File: config.mk
export PLATFORM = sky130hd
export DESIGN_NAME = radio_link_pingpong_controller_top
export DESIGN_NICKNAME = d
export VERILOG_FILES = /design/src/rlpc_pkg.sv /design/src/radio_link_pingpong_controller_top.sv
export SDC_FILE = /design/constraint.sdc
export NUM_CORES = 1
export LEC_CHECK = 0
export ABC_AREA = 1
export BUFFER_PORTS_ARGS = -buffer_cell sky130_fd_sc_hd__buf_2
export CAP_MARGIN = 20
export CORE_MARGIN = 1
export CORE_UTILIZATION = 52
export CTS_BUF_LIST = sky130_fd_sc_hd__clkbuf_4
export DETAILED_ROUTE_END_ITERATION = 16
export PLACE_DENSITY = 0.77
export SLEW_MARGIN = 20
export SYNTH_ARGS = -nofsm -noshare
export SYNTH_HDL_FRONTEND = slang
export SYNTH_SLANG_ARGS = --single-unit
File: constraint.sdc
create_clock -name clk -period 4.6 [get_ports clk]
set_input_delay 0.69 -clock clk [delete_from_list [all_inputs] [get_ports clk]]
set_output_delay 0.69 -clock clk [all_outputs]
set_load 0.01 [all_outputs]
File: src/rlpc_pkg.sv
`default_nettype none
// ----------------------------------------------------------------------------
// rlpc_pkg
// Types and constants shared by the radio link ping-pong controller.
// ----------------------------------------------------------------------------
package rlpc_pkg;

    // main states
    localparam logic [2:0] ST_INIT    = 3'd0;
    localparam logic [2:0] ST_WAIT_TX = 3'd1;
    localparam logic [2:0] ST_TX_SEND = 3'd2;
    localparam logic [2:0] ST_TX_WAIT = 3'd3;
    localparam logic [2:0] ST_TX_HOP  = 3'd4;
    localparam logic [2:0] ST_RX_ARM  = 3'd5;
    localparam logic [2:0] ST_RX_WAIT = 3'd6;
    localparam logic [2:0] ST_RX_HOP  = 3'd7;

    // reset and setup substates
    localparam logic [2:0] SUB_PIN_LOW   = 3'd0;
    localparam logic [2:0] SUB_LOW_WAIT  = 3'd1;
    localparam logic [2:0] SUB_PIN_HIGH  = 3'd2;
    localparam logic [2:0] SUB_HIGH_WAIT = 3'd3;
    localparam logic [2:0] SUB_TABLE     = 3'd4;
    localparam logic [2:0] SUB_SETUP     = 3'd5;
    localparam logic [2:0] SUB_IDENT     = 3'd6;

    // radio modes
    localparam logic [1:0] MODE_IDLE = 2'd0;
    localparam logic [1:0] MODE_TX   = 2'd1;
    localparam logic [1:0] MODE_RX   = 2'd2;

    // configuration register indexes
    localparam logic [2:0] REG_ROLE_IS_RECEIVER   = 3'd0;
    localparam logic [2:0] REG_PRE_SEND_TICKS     = 3'd1;
    localparam logic [2:0] REG_ACK_WAIT_TICKS     = 3'd2;
    localparam logic [2:0] REG_RECEIVE_WAIT_TICKS = 3'd3;
    localparam logic [2:0] REG_REINIT_TICKS       = 3'd4;
    localparam logic [2:0] REG_DEFAULT_DIR_TICKS  = 3'd5;
    localparam logic [2:0] REG_DATA_HOLD_TICKS    = 3'd6;

    localparam logic [15:0] PULSE_TICKS  = 16'd10;
    localparam logic [7:0]  HOP_STEP     = 8'd10;
    localparam logic [7:0]  HOP_LIMIT    = 8'd40;
    localparam logic [15:0] CHIP_ID      = 16'hF413;
    localparam logic [6:0]  CH_MASK      = 7'h7F;
    localparam logic [3:0]  STATE_OFFSET = 4'd6;
    localparam logic [3:0]  LINK_MAX     = 4'd13;

    // input item, first field in the highest bits
    typedef struct packed {
        logic [15:0] chip_ident;
        logic [5:0]  fifo_read_pointer;
        logic        crc_bad;
        logic        packet_done;
    } in_item_t;

    // result item, first field in the highest bits
    typedef struct packed {
        logic [3:0] pad;
        logic [3:0] link_state;
        logic       restore_defaults;
        logic       take_payload;
        logic       send_payload;
        logic       chip_setup;
        logic       clear_fifo;
        logic [6:0] channel;
        logic [1:0] radio_mode;
        logic       mode_write;
        logic       reset_pin;
    } out_item_t;

    typedef struct packed {
        logic        role_is_receiver;
        logic [15:0] pre_send_ticks;
        logic [15:0] ack_wait_ticks;
        logic [15:0] receive_wait_ticks;
        logic [15:0] reinit_ticks;
        logic [15:0] default_dir_ticks;
        logic [15:0] data_hold_ticks;
    } cfg_t;

endpackage
`default_nettype wire

File: src/radio_link_pingpong_controller_top.sv
`default_nettype none
// ----------------------------------------------------------------------------
// radio_link_pingpong_controller_top
// Tick-driven controller for a half-duplex ping-pong radio link.
// ----------------------------------------------------------------------------
// One transaction on the s_ channel is one 1 ms tick carrying the radio status
// sample; every tick yields exactly one result transaction on the m_ channel
// with the pin level, command strobes, mode, channel and link state.
// The tick passes an input register, one pass of state-update logic and a
// result register; it leaves the input register once the result register
// is empty or being taken. One tick per cycle is sustained while m_tready
// is high, as the combinational state update closes the state-register loop.
// The cfg_ port writes the seven configuration registers by index, one per
// cycle with write enable high; write only while no tick is in flight.
// At reset (rst_n low) the configuration returns to its defaults and the link
// restarts at the reset-pin-low step; both pipeline registers empty.
// When m_tready is low the result is held and one more tick is still taken
// into the input register; s_tready then drops until the result is taken.
// ----------------------------------------------------------------------------
module radio_link_pingpong_controller_top
    import rlpc_pkg::*;
(
    input  wire logic        clk,
    input  wire logic        rst_n,
    input  wire logic        s_tvalid,
    output logic             s_tready,
    // packet_done, crc_bad, fifo_read_pointer[5:0], chip_ident[15:0]
    input  wire logic [23:0] s_tdata,
    output logic             m_tvalid,
    input  wire logic        m_tready,
    // reset_pin, mode_write, radio_mode[1:0], channel[6:0], clear_fifo,
    // chip_setup, send_payload, take_payload, restore_defaults,
    // link_state[3:0], zero fill[3:0]
    output logic [23:0]      m_tdata,
    input  wire logic        cfg_write_en,
    input  wire logic [2:0]  cfg_index,
    input  wire logic [15:0] cfg_data
);

    cfg_t      cfg_reg;
    logic      in_valid_reg;
    in_item_t  in_data_reg;
    logic      out_valid_reg;
    out_item_t out_data_reg;
    logic      advance;

    logic [2:0]  main_state_reg,     main_state_next;
    logic [2:0]  init_substate_reg,  init_substate_next;
    logic [15:0] step_timer_reg,     step_timer_next;
    logic [15:0] pre_send_timer_reg, pre_send_timer_next;
    logic [15:0] reinit_timer_reg,   reinit_timer_next;
    logic [15:0] default_timer_reg,  default_timer_next;
    logic [15:0] data_timer_reg,     data_timer_next;
    logic [6:0]  hop_channel_reg,    hop_channel_next;
    logic        pin_level_reg,      pin_level_next;
    logic [1:0]  last_mode_reg,      last_mode_next;
    logic [6:0]  last_channel_reg,   last_channel_next;
    out_item_t   out_data_next;

    function automatic logic [15:0] dec_timer(input logic [15:0] t);
        return (t == 16'd0) ? 16'd0 : t - 16'd1;
    endfunction

    function automatic logic [6:0] next_hop(input logic [6:0] ch);
        logic [7:0] n;
        n = {1'b0, ch} + HOP_STEP;
        return (n >= HOP_LIMIT) ? 7'd0 : n[6:0];
    endfunction

    assign advance  = in_valid_reg && (!out_valid_reg || m_tready);
    assign s_tready = !in_valid_reg || advance;
    assign m_tvalid = out_valid_reg;
    assign m_tdata  = out_data_reg;

    // configuration registers
    always_ff @(posedge clk or negedge rst_n)
    begin
        if (!rst_n)
        begin
            cfg_reg.role_is_receiver   <= 1'b0;
            cfg_reg.pre_send_ticks     <= 16'd5;
            cfg_reg.ack_wait_ticks     <= 16'd20;
            cfg_reg.receive_wait_ticks <= 16'd50;
            cfg_reg.reinit_ticks       <= 16'd1000;
            cfg_reg.default_dir_ticks  <= 16'd500;
            cfg_reg.data_hold_ticks    <= 16'd1000;
        end
        else if (cfg_write_en)
        begin
            case (cfg_index)
                REG_ROLE_IS_RECEIVER:   cfg_reg.role_is_receiver   <= cfg_data[0];
                REG_PRE_SEND_TICKS:     cfg_reg.pre_send_ticks     <= cfg_data;
                REG_ACK_WAIT_TICKS:     cfg_reg.ack_wait_ticks     <= cfg_data;
                REG_RECEIVE_WAIT_TICKS: cfg_reg.receive_wait_ticks <= cfg_data;
                REG_REINIT_TICKS:       cfg_reg.reinit_ticks       <= cfg_data;
                REG_DEFAULT_DIR_TICKS:  cfg_reg.default_dir_ticks  <= cfg_data;
                REG_DATA_HOLD_TICKS:    cfg_reg.data_hold_ticks    <= cfg_data;
                default: ;
            endcase
        end
    end

    // tick state update
    always_comb
    begin
        main_state_next     = main_state_reg;
        init_substate_next  = init_substate_reg;
        step_timer_next     = step_timer_reg;
        pre_send_timer_next = pre_send_timer_reg;
        reinit_timer_next   = reinit_timer_reg;
        default_timer_next  = default_timer_reg;
        data_timer_next     = data_timer_reg;
        hop_channel_next    = hop_channel_reg;
        pin_level_next      = pin_level_reg;
        last_mode_next      = last_mode_reg;
        last_channel_next   = last_channel_reg;
        out_data_next       = '0;

        case (main_state_reg)
            ST_INIT:
            begin
                case (init_substate_reg)
                    SUB_PIN_LOW:
                    begin
                        pin_level_next     = 1'b0;
                        step_timer_next    = PULSE_TICKS;
                        init_substate_next = SUB_LOW_WAIT;
                        reinit_timer_next  = 16'd0;
                        default_timer_next = 16'd0;
                    end
                    SUB_LOW_WAIT:
                    begin
                        if (step_timer_next == 16'd1)
                            init_substate_next = SUB_PIN_HIGH;
                        step_timer_next = dec_timer(step_timer_next);
                    end
                    SUB_PIN_HIGH:
                    begin
                        pin_level_next     = 1'b1;
                        step_timer_next    = PULSE_TICKS;
                        init_substate_next = SUB_HIGH_WAIT;
                    end
                    SUB_HIGH_WAIT:
                    begin
                        if (step_timer_next == 16'd1)
                            init_substate_next = SUB_TABLE;
                        step_timer_next = dec_timer(step_timer_next);
                    end
                    SUB_TABLE:
                    begin
                        out_data_next.chip_setup = 1'b1;
                        init_substate_next       = SUB_SETUP;
                    end
                    SUB_SETUP:
                    begin
                        last_mode_next           = MODE_IDLE;
                        last_channel_next        = hop_channel_next & CH_MASK;
                        out_data_next.mode_write = 1'b1;
                        out_data_next.clear_fifo = 1'b1;
                        out_data_next.chip_setup = 1'b1;
                        init_substate_next       = SUB_IDENT;
                        reinit_timer_next        = cfg_reg.reinit_ticks;
                    end
                    SUB_IDENT:
                    begin
                        if (in_data_reg.chip_ident == CHIP_ID)
                        begin
                            if (cfg_reg.role_is_receiver)
                                main_state_next = ST_RX_ARM;
                            else
                            begin
                                main_state_next     = ST_WAIT_TX;
                                pre_send_timer_next = cfg_reg.pre_send_ticks;
                            end
                            hop_channel_next         = 7'd0;
                            default_timer_next       = 16'd0;
                            last_mode_next           = MODE_IDLE;
                            last_channel_next        = 7'd0;
                            out_data_next.mode_write = 1'b1;
                            out_data_next.clear_fifo = 1'b1;
                        end
                    end
                    default: ;
                endcase
            end
            ST_WAIT_TX:
            begin
                if (pre_send_timer_next == 16'd1)
                    main_state_next = ST_TX_SEND;
                pre_send_timer_next = dec_timer(pre_send_timer_next);
            end
            ST_TX_SEND:
            begin
                out_data_next.clear_fifo   = 1'b1;
                out_data_next.send_payload = 1'b1;
                out_data_next.mode_write   = 1'b1;
                last_mode_next             = MODE_TX;
                last_channel_next          = hop_channel_next & CH_MASK;
                main_state_next            = ST_TX_WAIT;
                step_timer_next            = cfg_reg.ack_wait_ticks;
            end
            ST_TX_WAIT:
            begin
                if (in_data_reg.packet_done)
                begin
                    if (in_data_reg.fifo_read_pointer == 6'd0)
                    begin
                        main_state_next    = ST_RX_ARM;
                        step_timer_next    = 16'd0;
                        default_timer_next = cfg_reg.role_is_receiver ? 16'd0
                                                                      : cfg_reg.default_dir_ticks;
                        reinit_timer_next  = cfg_reg.reinit_ticks;
                    end
                    else
                        main_state_next = ST_TX_HOP;
                    last_mode_next           = MODE_IDLE;
                    last_channel_next        = 7'd0;
                    out_data_next.mode_write = 1'b1;
                    out_data_next.clear_fifo = 1'b1;
                end
                if (step_timer_next == 16'd1)
                    main_state_next = ST_TX_HOP;
                step_timer_next = dec_timer(step_timer_next);
            end
            ST_TX_HOP:
            begin
                step_timer_next  = cfg_reg.ack_wait_ticks;
                hop_channel_next = next_hop(hop_channel_next);
                main_state_next  = ST_TX_SEND;
            end
            ST_RX_ARM:
            begin
                out_data_next.clear_fifo = 1'b1;
                out_data_next.mode_write = 1'b1;
                last_mode_next           = MODE_RX;
                last_channel_next        = hop_channel_next & CH_MASK;
                main_state_next          = ST_RX_WAIT;
                step_timer_next          = cfg_reg.receive_wait_ticks;
            end
            ST_RX_WAIT:
            begin
                if (in_data_reg.packet_done && !in_data_reg.crc_bad)
                begin
                    out_data_next.take_payload = 1'b1;
                    data_timer_next            = cfg_reg.data_hold_ticks;
                    default_timer_next         = cfg_reg.role_is_receiver
                                                 ? cfg_reg.default_dir_ticks : 16'd0;
                    main_state_next            = ST_WAIT_TX;
                    pre_send_timer_next        = cfg_reg.pre_send_ticks;
                    reinit_timer_next          = cfg_reg.reinit_ticks;
                    step_timer_next            = 16'd0;
                    last_mode_next             = MODE_IDLE;
                    last_channel_next          = hop_channel_next & CH_MASK;
                    out_data_next.mode_write   = 1'b1;
                    out_data_next.clear_fifo   = 1'b1;
                end
                if (step_timer_next == 16'd1)
                begin
                    main_state_next          = ST_RX_HOP;
                    last_mode_next           = MODE_IDLE;
                    last_channel_next        = hop_channel_next & CH_MASK;
                    out_data_next.mode_write = 1'b1;
                    out_data_next.clear_fifo = 1'b1;
                end
                step_timer_next = dec_timer(step_timer_next);
            end
            default:
            begin
                step_timer_next  = cfg_reg.receive_wait_ticks;
                hop_channel_next = next_hop(hop_channel_next);
                main_state_next  = ST_RX_ARM;
            end
        endcase

        // watchdogs
        if (reinit_timer_next == 16'd1)
        begin
            main_state_next    = ST_INIT;
            init_substate_next = SUB_PIN_LOW;
            default_timer_next = 16'd0;
        end
        reinit_timer_next = dec_timer(reinit_timer_next);

        if (default_timer_next == 16'd1)
        begin
            main_state_next    = ST_INIT;
            init_substate_next = SUB_IDENT;
        end
        default_timer_next = dec_timer(default_timer_next);

        if (data_timer_next == 16'd1)
        begin
            data_timer_next                = cfg_reg.data_hold_ticks;
            out_data_next.restore_defaults = 1'b1;
        end
        else
            data_timer_next = dec_timer(data_timer_next);

        out_data_next.reset_pin  = pin_level_next;
        out_data_next.radio_mode = last_mode_next;
        out_data_next.channel    = last_channel_next;
        out_data_next.link_state = (main_state_next == ST_INIT)
                                   ? {1'b0, init_substate_next}
                                   : {1'b0, main_state_next} + STATE_OFFSET;
        out_data_next.pad        = 4'd0;
    end

    always_ff @(posedge clk or negedge rst_n)
    begin
        if (!rst_n)
        begin
            in_valid_reg       <= 1'b0;
            out_valid_reg      <= 1'b0;
            main_state_reg     <= ST_INIT;
            init_substate_reg  <= SUB_PIN_LOW;
            step_timer_reg     <= 16'd0;
            pre_send_timer_reg <= 16'd0;
            reinit_timer_reg   <= 16'd0;
            default_timer_reg  <= 16'd0;
            data_timer_reg     <= 16'd1;
            hop_channel_reg    <= 7'd0;
            pin_level_reg      <= 1'b1;
            last_mode_reg      <= MODE_IDLE;
            last_channel_reg   <= 7'd0;
        end
        else
        begin
            if (s_tready)
                in_valid_reg <= s_tvalid;
            if (advance)
                out_valid_reg <= 1'b1;
            else if (m_tready)
                out_valid_reg <= 1'b0;
            if (advance)
            begin
                main_state_reg     <= main_state_next;
                init_substate_reg  <= init_substate_next;
                step_timer_reg     <= step_timer_next;
                pre_send_timer_reg <= pre_send_timer_next;
                reinit_timer_reg   <= reinit_timer_next;
                default_timer_reg  <= default_timer_next;
                data_timer_reg     <= data_timer_next;
                hop_channel_reg    <= hop_channel_next;
                pin_level_reg      <= pin_level_next;
                last_mode_reg      <= last_mode_next;
                last_channel_reg   <= last_channel_next;
            end
        end
    end

    // payload registers
    always_ff @(posedge clk)
    begin
        if (s_tready && s_tvalid)
            in_data_reg <= in_item_t'(s_tdata);
        if (advance)
            out_data_reg <= out_data_next;
    end

    // input stalls only behind a held result
    a_stall_cause: assert property (@(posedge clk) disable iff (!rst_n)
        !s_tready |-> (in_valid_reg && m_tvalid && !m_tready))
        else $error("input stalled without a held result");

    a_link_range: assert property (@(posedge clk) disable iff (!rst_n)
        m_tvalid |-> (out_data_reg.link_state <= LINK_MAX))
        else $error("link state out of range");

    a_send_mode: assert property (@(posedge clk) disable iff (!rst_n)
        (m_tvalid && out_data_reg.send_payload) |->
        (out_data_reg.mode_write && out_data_reg.radio_mode == MODE_TX))
        else $error("payload sent without transmit mode write");

    a_channel_range: assert property (@(posedge clk) disable iff (!rst_n)
        m_tvalid |-> ({1'b0, out_data_reg.channel} < HOP_LIMIT))
        else $error("channel outside hop range");

    a_hop_range: assert property (@(posedge clk) disable iff (!rst_n)
        advance |=> ({1'b0, hop_channel_reg} < HOP_LIMIT))
        else $error("hop channel outside hop range");

endmodule
`default_nettype wire
### Yosys cells after proc, flatten, opt, wreduce, memory -nomap -nowiden

Cells that the tools add are included.

* register bits after elaboration: 245
* output and inout bits: 26

* $add $sub $neg: 9
* $lt $le $gt $ge: 1
* equal/unequal tests: 31
* muxes and demuxes: 84
* bitwise operators: 2
* reduce and logical (&&, ||, !) cells: 38

Operator list (number)
* two-way mux 16 bit: 29
* case mux 16 bit (3 select lines): 3
* == test 16 x 1 -> 1 bit, second input constant: 7
* zero test 16 bit: 7
* subtractor 16 x 1 -> 16 bit, second input constant: 7
* case mux 16 bit (2 select lines): 3
* case mux 16 bit (5 select lines): 1
* two-way mux 7 bit: 7
* two-way mux 3 bit: 16
* case mux 7 bit (2 select lines): 2
* case mux 7 bit (4 select lines): 1
* == test 3 bit, second input constant: 9
* case mux 3 bit (7 select lines): 1
* == test 3 x 2 -> 1 bit, second input constant: 6
* case mux 3 bit (6 select lines): 1
* == test 16 bit, second input constant: 1
* AND reduction 2 bit: 7
* zero test 3 bit: 4
* two-way mux 1 bit: 11
* case mux 2 bit (5 select lines): 1
* OR reduction 2 bit: 5
* == test 3 x 1 -> 1 bit, second input constant: 3
* adder 7 x 4 -> 8 bit, second input constant: 1
* greater-or-equal comparator 8 x 6 -> 1 bit, second input constant: 1
* 19 further kinds: 31

### Longest topological paths before layout

* depth in word-level cells: 11
* depth in mapped cells: 28
* gate-level depth less buffers: 24

### Worst setup path before layout

OpenSTA, ideal clock, no wires.

* path kind: reg2reg
* from: register main_state_reg[0]
* to: register out_data_reg (netlist bit m_tdata[18]), data pin
* data arrival time: 3.402 ns
* data required time: 4.348 ns
* slack: 0.946 ns
* stages on the path, launching flop included: 27
* cells stage by stage: dfrtp_1 inv_2 nand2_1 nor2_2 nand3_1 nand4_4 inv_1 o21a_1 inv_1 ha_1 nand3_1 nor2_2 nand2_2 buf_6 buf_6 buf_2 nand2_1 inv_1 ha_1 nand2_1 nor2_1 nand2_2 nand2_1 ha_1 inv_1 nand2_1 nand2_1

RTL lines
* from (decl): RTL line radio_link_pingpong_controller_top.sv:47 `logic [2:0] main_state_reg, main_state_next;`
* from (signal assigned): RTL line radio_link_pingpong_controller_top.sv:336 `main_state_reg <= main_state_next;`
* to (signal assigned): RTL line radio_link_pingpong_controller_top.sv:357 `out_data_reg <= out_data_next;`
* to (decl): RTL line radio_link_pingpong_controller_top.sv:44 `out_item_t out_data_reg;`

==> flow_summary.toml <==
[synthesis]
synth_area_leader_cell = "dfrtp_1"
synth_flop_cell = "dfrtp_1"
synth.avg_cell_area_um2 = 8.024
synthArstFlopShare_pct = 82.38
synth_cell_types = 56
synth_seq_area_share_pct = 48.26
syn-cell-area_um2 = 13170
syn_inst = 1641
synth.area.top_cells = "dfrtp_1 33%, nand2_1 12%, edfxtp_1 9.8%"
synth_edf_count = 43
synth_top_area_share_pct = 33.07
synth-seq-cells = 244
synth-warning-count = 0

[critical_path]
cp_common_cell = "nand2_1"
crit_start = "main_state_reg[1]"
criticalPathCategory = "reg -> reg"
worstSetupEndpointType = "flop"
cp_slowest_stage_delay_ns = 0.44
required_ns = 5.00
rr_startpoint = "main_state_reg[1]"
r2r_slack_ns = 0.35
reg2reg_to = "m_tdata[18]"
r2r_cells = 23
worstPathMaxFanout = 18
critPathArrivalTime_ns = 4.65
crit_chain = "inv_2, nand2_1, nor2_2, nand3_1, nand4_4, inv_1, o21a_1, inv_1, ha_1, nand3_1, nor2_2, nand2_2, nand2_1, inv_1, ha_1, nand2_1, nor2_1, nand2_2, nand2_1, ha_1, inv_1, nand2_1, nand2_1"
cp-start-kind = "flop"
cpMaxStageDelayCell = "dfrtp_1"
crit_path_end = "m_tdata[18]"

[sta]
slew_headroom_pct = 35.44
worst_pin_slew_ns = 0.9661
final_hold_viol_count = 0
finalCritPeriodShare_pct = 92.41
rsz0062_at_grt = "false"
slew_violations = 0
setup_tns_ns = 0
fmax_mhz = 235.2
min_period_ns = 4.251
skew_ns = 0.04979
setup_viol = 0

[die]
dieWidth_um = 161.1
rows = 57
die_h_um = 161.1
die_area_um2 = 25960
core_region_area_um2 = 24600
start_util_pct = 53.52
num_io_pins = 74

[route]
wl_per_cell_um = 16.78
viasPerCell = 5.538
routed-wl-met3_um = 2966
drc_errors = 0
wl_met2_um = 15880
drt_iter0_drc = 1073
highest_layer = "met4"
drt_pass1_iterations = 7
drt-total-wl_um = 35400
num_vias = 11690
wl_met1_um = 15640
antenna_left = 0

[power]
vdd_drop_max_uv = 316.4
leakage_nw = 7.072
powerDensity_nw_per_um2 = 556.6

[final_layout]
drive_above_1_share_pct = 16.03
largest_reg_flops = 97
syn_to_final_growth_pct = 11.30
seqCellArea_um2 = 6355
fillers = 2228
multiInputGateArea_um2 = 5866
instances_no_fill = 2110
num-nets-final = 1799

[cts]
cts-resized-gates = 0
cts-root-buf = "clkbuf_4"
postCtsHoldBufs = 0
cts_buffer_depth = 3
cts_max_level = 3
cts.clk_slew.worst_paths_ns = 0.06
cts_tree = "built"
insertion_delay_ns = 0.68
cts_setup_buffers = 0
cts_num_sinks = 244
cts_made_buffers = 68

[global_routing]
grt_max_degree = 103
grt_use_total_pct = 28.31
grt_pass1_vias = 11390
grt_overflow = 0
grt_pass1_wl_um = 58130
antenna_found_initial = 2

[place]
place_inst = 1986
place_hpwl_um = 24490
port_buffers = 69
place_congestion = 0.9327

[flow_run]
maxCapViolCount = 0

[worst_hold_path]
hp-class = "in -> async"

[run_status]
status = "completed"
cell usage in the layout (no fill, tap or decap), drive strengths merged, types with 18 or more instances in the layout:
master and instances:
nand3 83, o21ai 235, nor2 153, inv 176, a21oi 51, dfstp 27, edfxtp 43, o22ai 18
ha 19, buf 82, nand2 425, clkbuf 108, dfrtp 174, xor2 42, nor3 22
cells by family after synthesis:
kind of cell / count (synthesis) / share of synthesized area (%)
AO/OA/AOI/OAI: 368 / 15.75
XOR/XNOR: 56 / 3.725
adder cells (fa/ha/maj): 19 / 1.805
buffers and inverters: 239 / 7.393
flip-flops: 244 / 48.26
multiplexers: 1 / 0.07602
other: 1 / 0.02848
AND/OR/NAND/NOR: 713 / 22.96
power breakdown:
part           internal [mW]  switching, mW
sequential              2.77          0.314
combinational           1.02           1.96
clock                   1.17          0.923
total                   4.96           3.20
worst max-delay path: cells and delay by family (launching register included):
kind	cells	cell delay (ns)
and+or+nand+nor	14	2.20
buffers and inverters	5	0.42
adders and majority gates	3	0.64
AOI/OAI and AO/OA	1	0.24
DFF	1	0.44
metal layers:
layer | vias up | track usage, %
li1 | 5649 | -
met1 | 5488 | 38.47
met2 | 473 | 44.06
met3 | 75 | 6.959
met4 | 0 | 10.29
met5 | - | 0
area by class of cell:
class,instances,area share [%]
Sequential cell,244,43.36
Tap cell,324,2.766
Clock inverter,15,0.7428
Clock buffer,107,5.481
Timing Repair Buffer,83,3.133
Multi-Input combinational cell,1161,40.02
Inverter,174,4.457
Antenna cell,2,0.03415
synthesized netlist by cell type (3+ instances only):
cell,instances
o221ai_1,4
nand2_1,414
a22oi_1,6
ha_1,19
a221oi_1,12
edfxtp_1,43
nor2_1,138
dfstp_2,27
nand4_1,16
buf_2,7
o21ai_0,202
nand3_2,4
a31oi_1,7
nor3_1,22
nor2_2,11
o21a_1,3
nor2_4,4
xnor2_1,14
clkbuf_1,42
o2111ai_1,6
o22ai_1,18
o211ai_1,11
o21ai_1,29
inv_2,16
buf_1,4
nand3_1,78
xor2_1,42
buf_6,6
dfrtp_1,174
o21ai_2,4
nand2_2,10
buf_4,6
or2_2,6
inv_1,157
nor4_1,3
a21oi_1,51
worst min path at each step:
stage / cells past startpoint / from / endpoint / slack [ns]
floorplan: 0 / rst_n / cfg_reg[0] / 0.39
global placement: 2 / pin_level_reg / pin_level_reg / 0.46
detailed placement: 2 / default_timer_reg[13] / default_timer_reg[13] / 0.47
CTS: 1 / rst_n / init_substate_reg[2] / 0.12
global route: 1 / s_tdata[7] / in_data_reg[7] / 0.12
finish: 1 / rst_n / main_state_reg[2] / 0.08
metrics by stage:
stage                     power (mW)  worst slack (ns)  hold slack (ns)  instance area (um^2)  util [%]
after floorplan                5.271            0.9457           0.3944                 13180         -
after global routing           8.766           0.05194           0.1168                 14660     59.56
final                          8.156            0.3491          0.08251                 14660     59.56
after detailed placement       6.049            0.4332           0.4700                 13730     55.80
after CTS                      8.164            0.3879           0.1186                 14640     59.51
after global placement         5.977            0.6265           0.4599                 13730     55.80
Power figures use the tool's default switching activity.
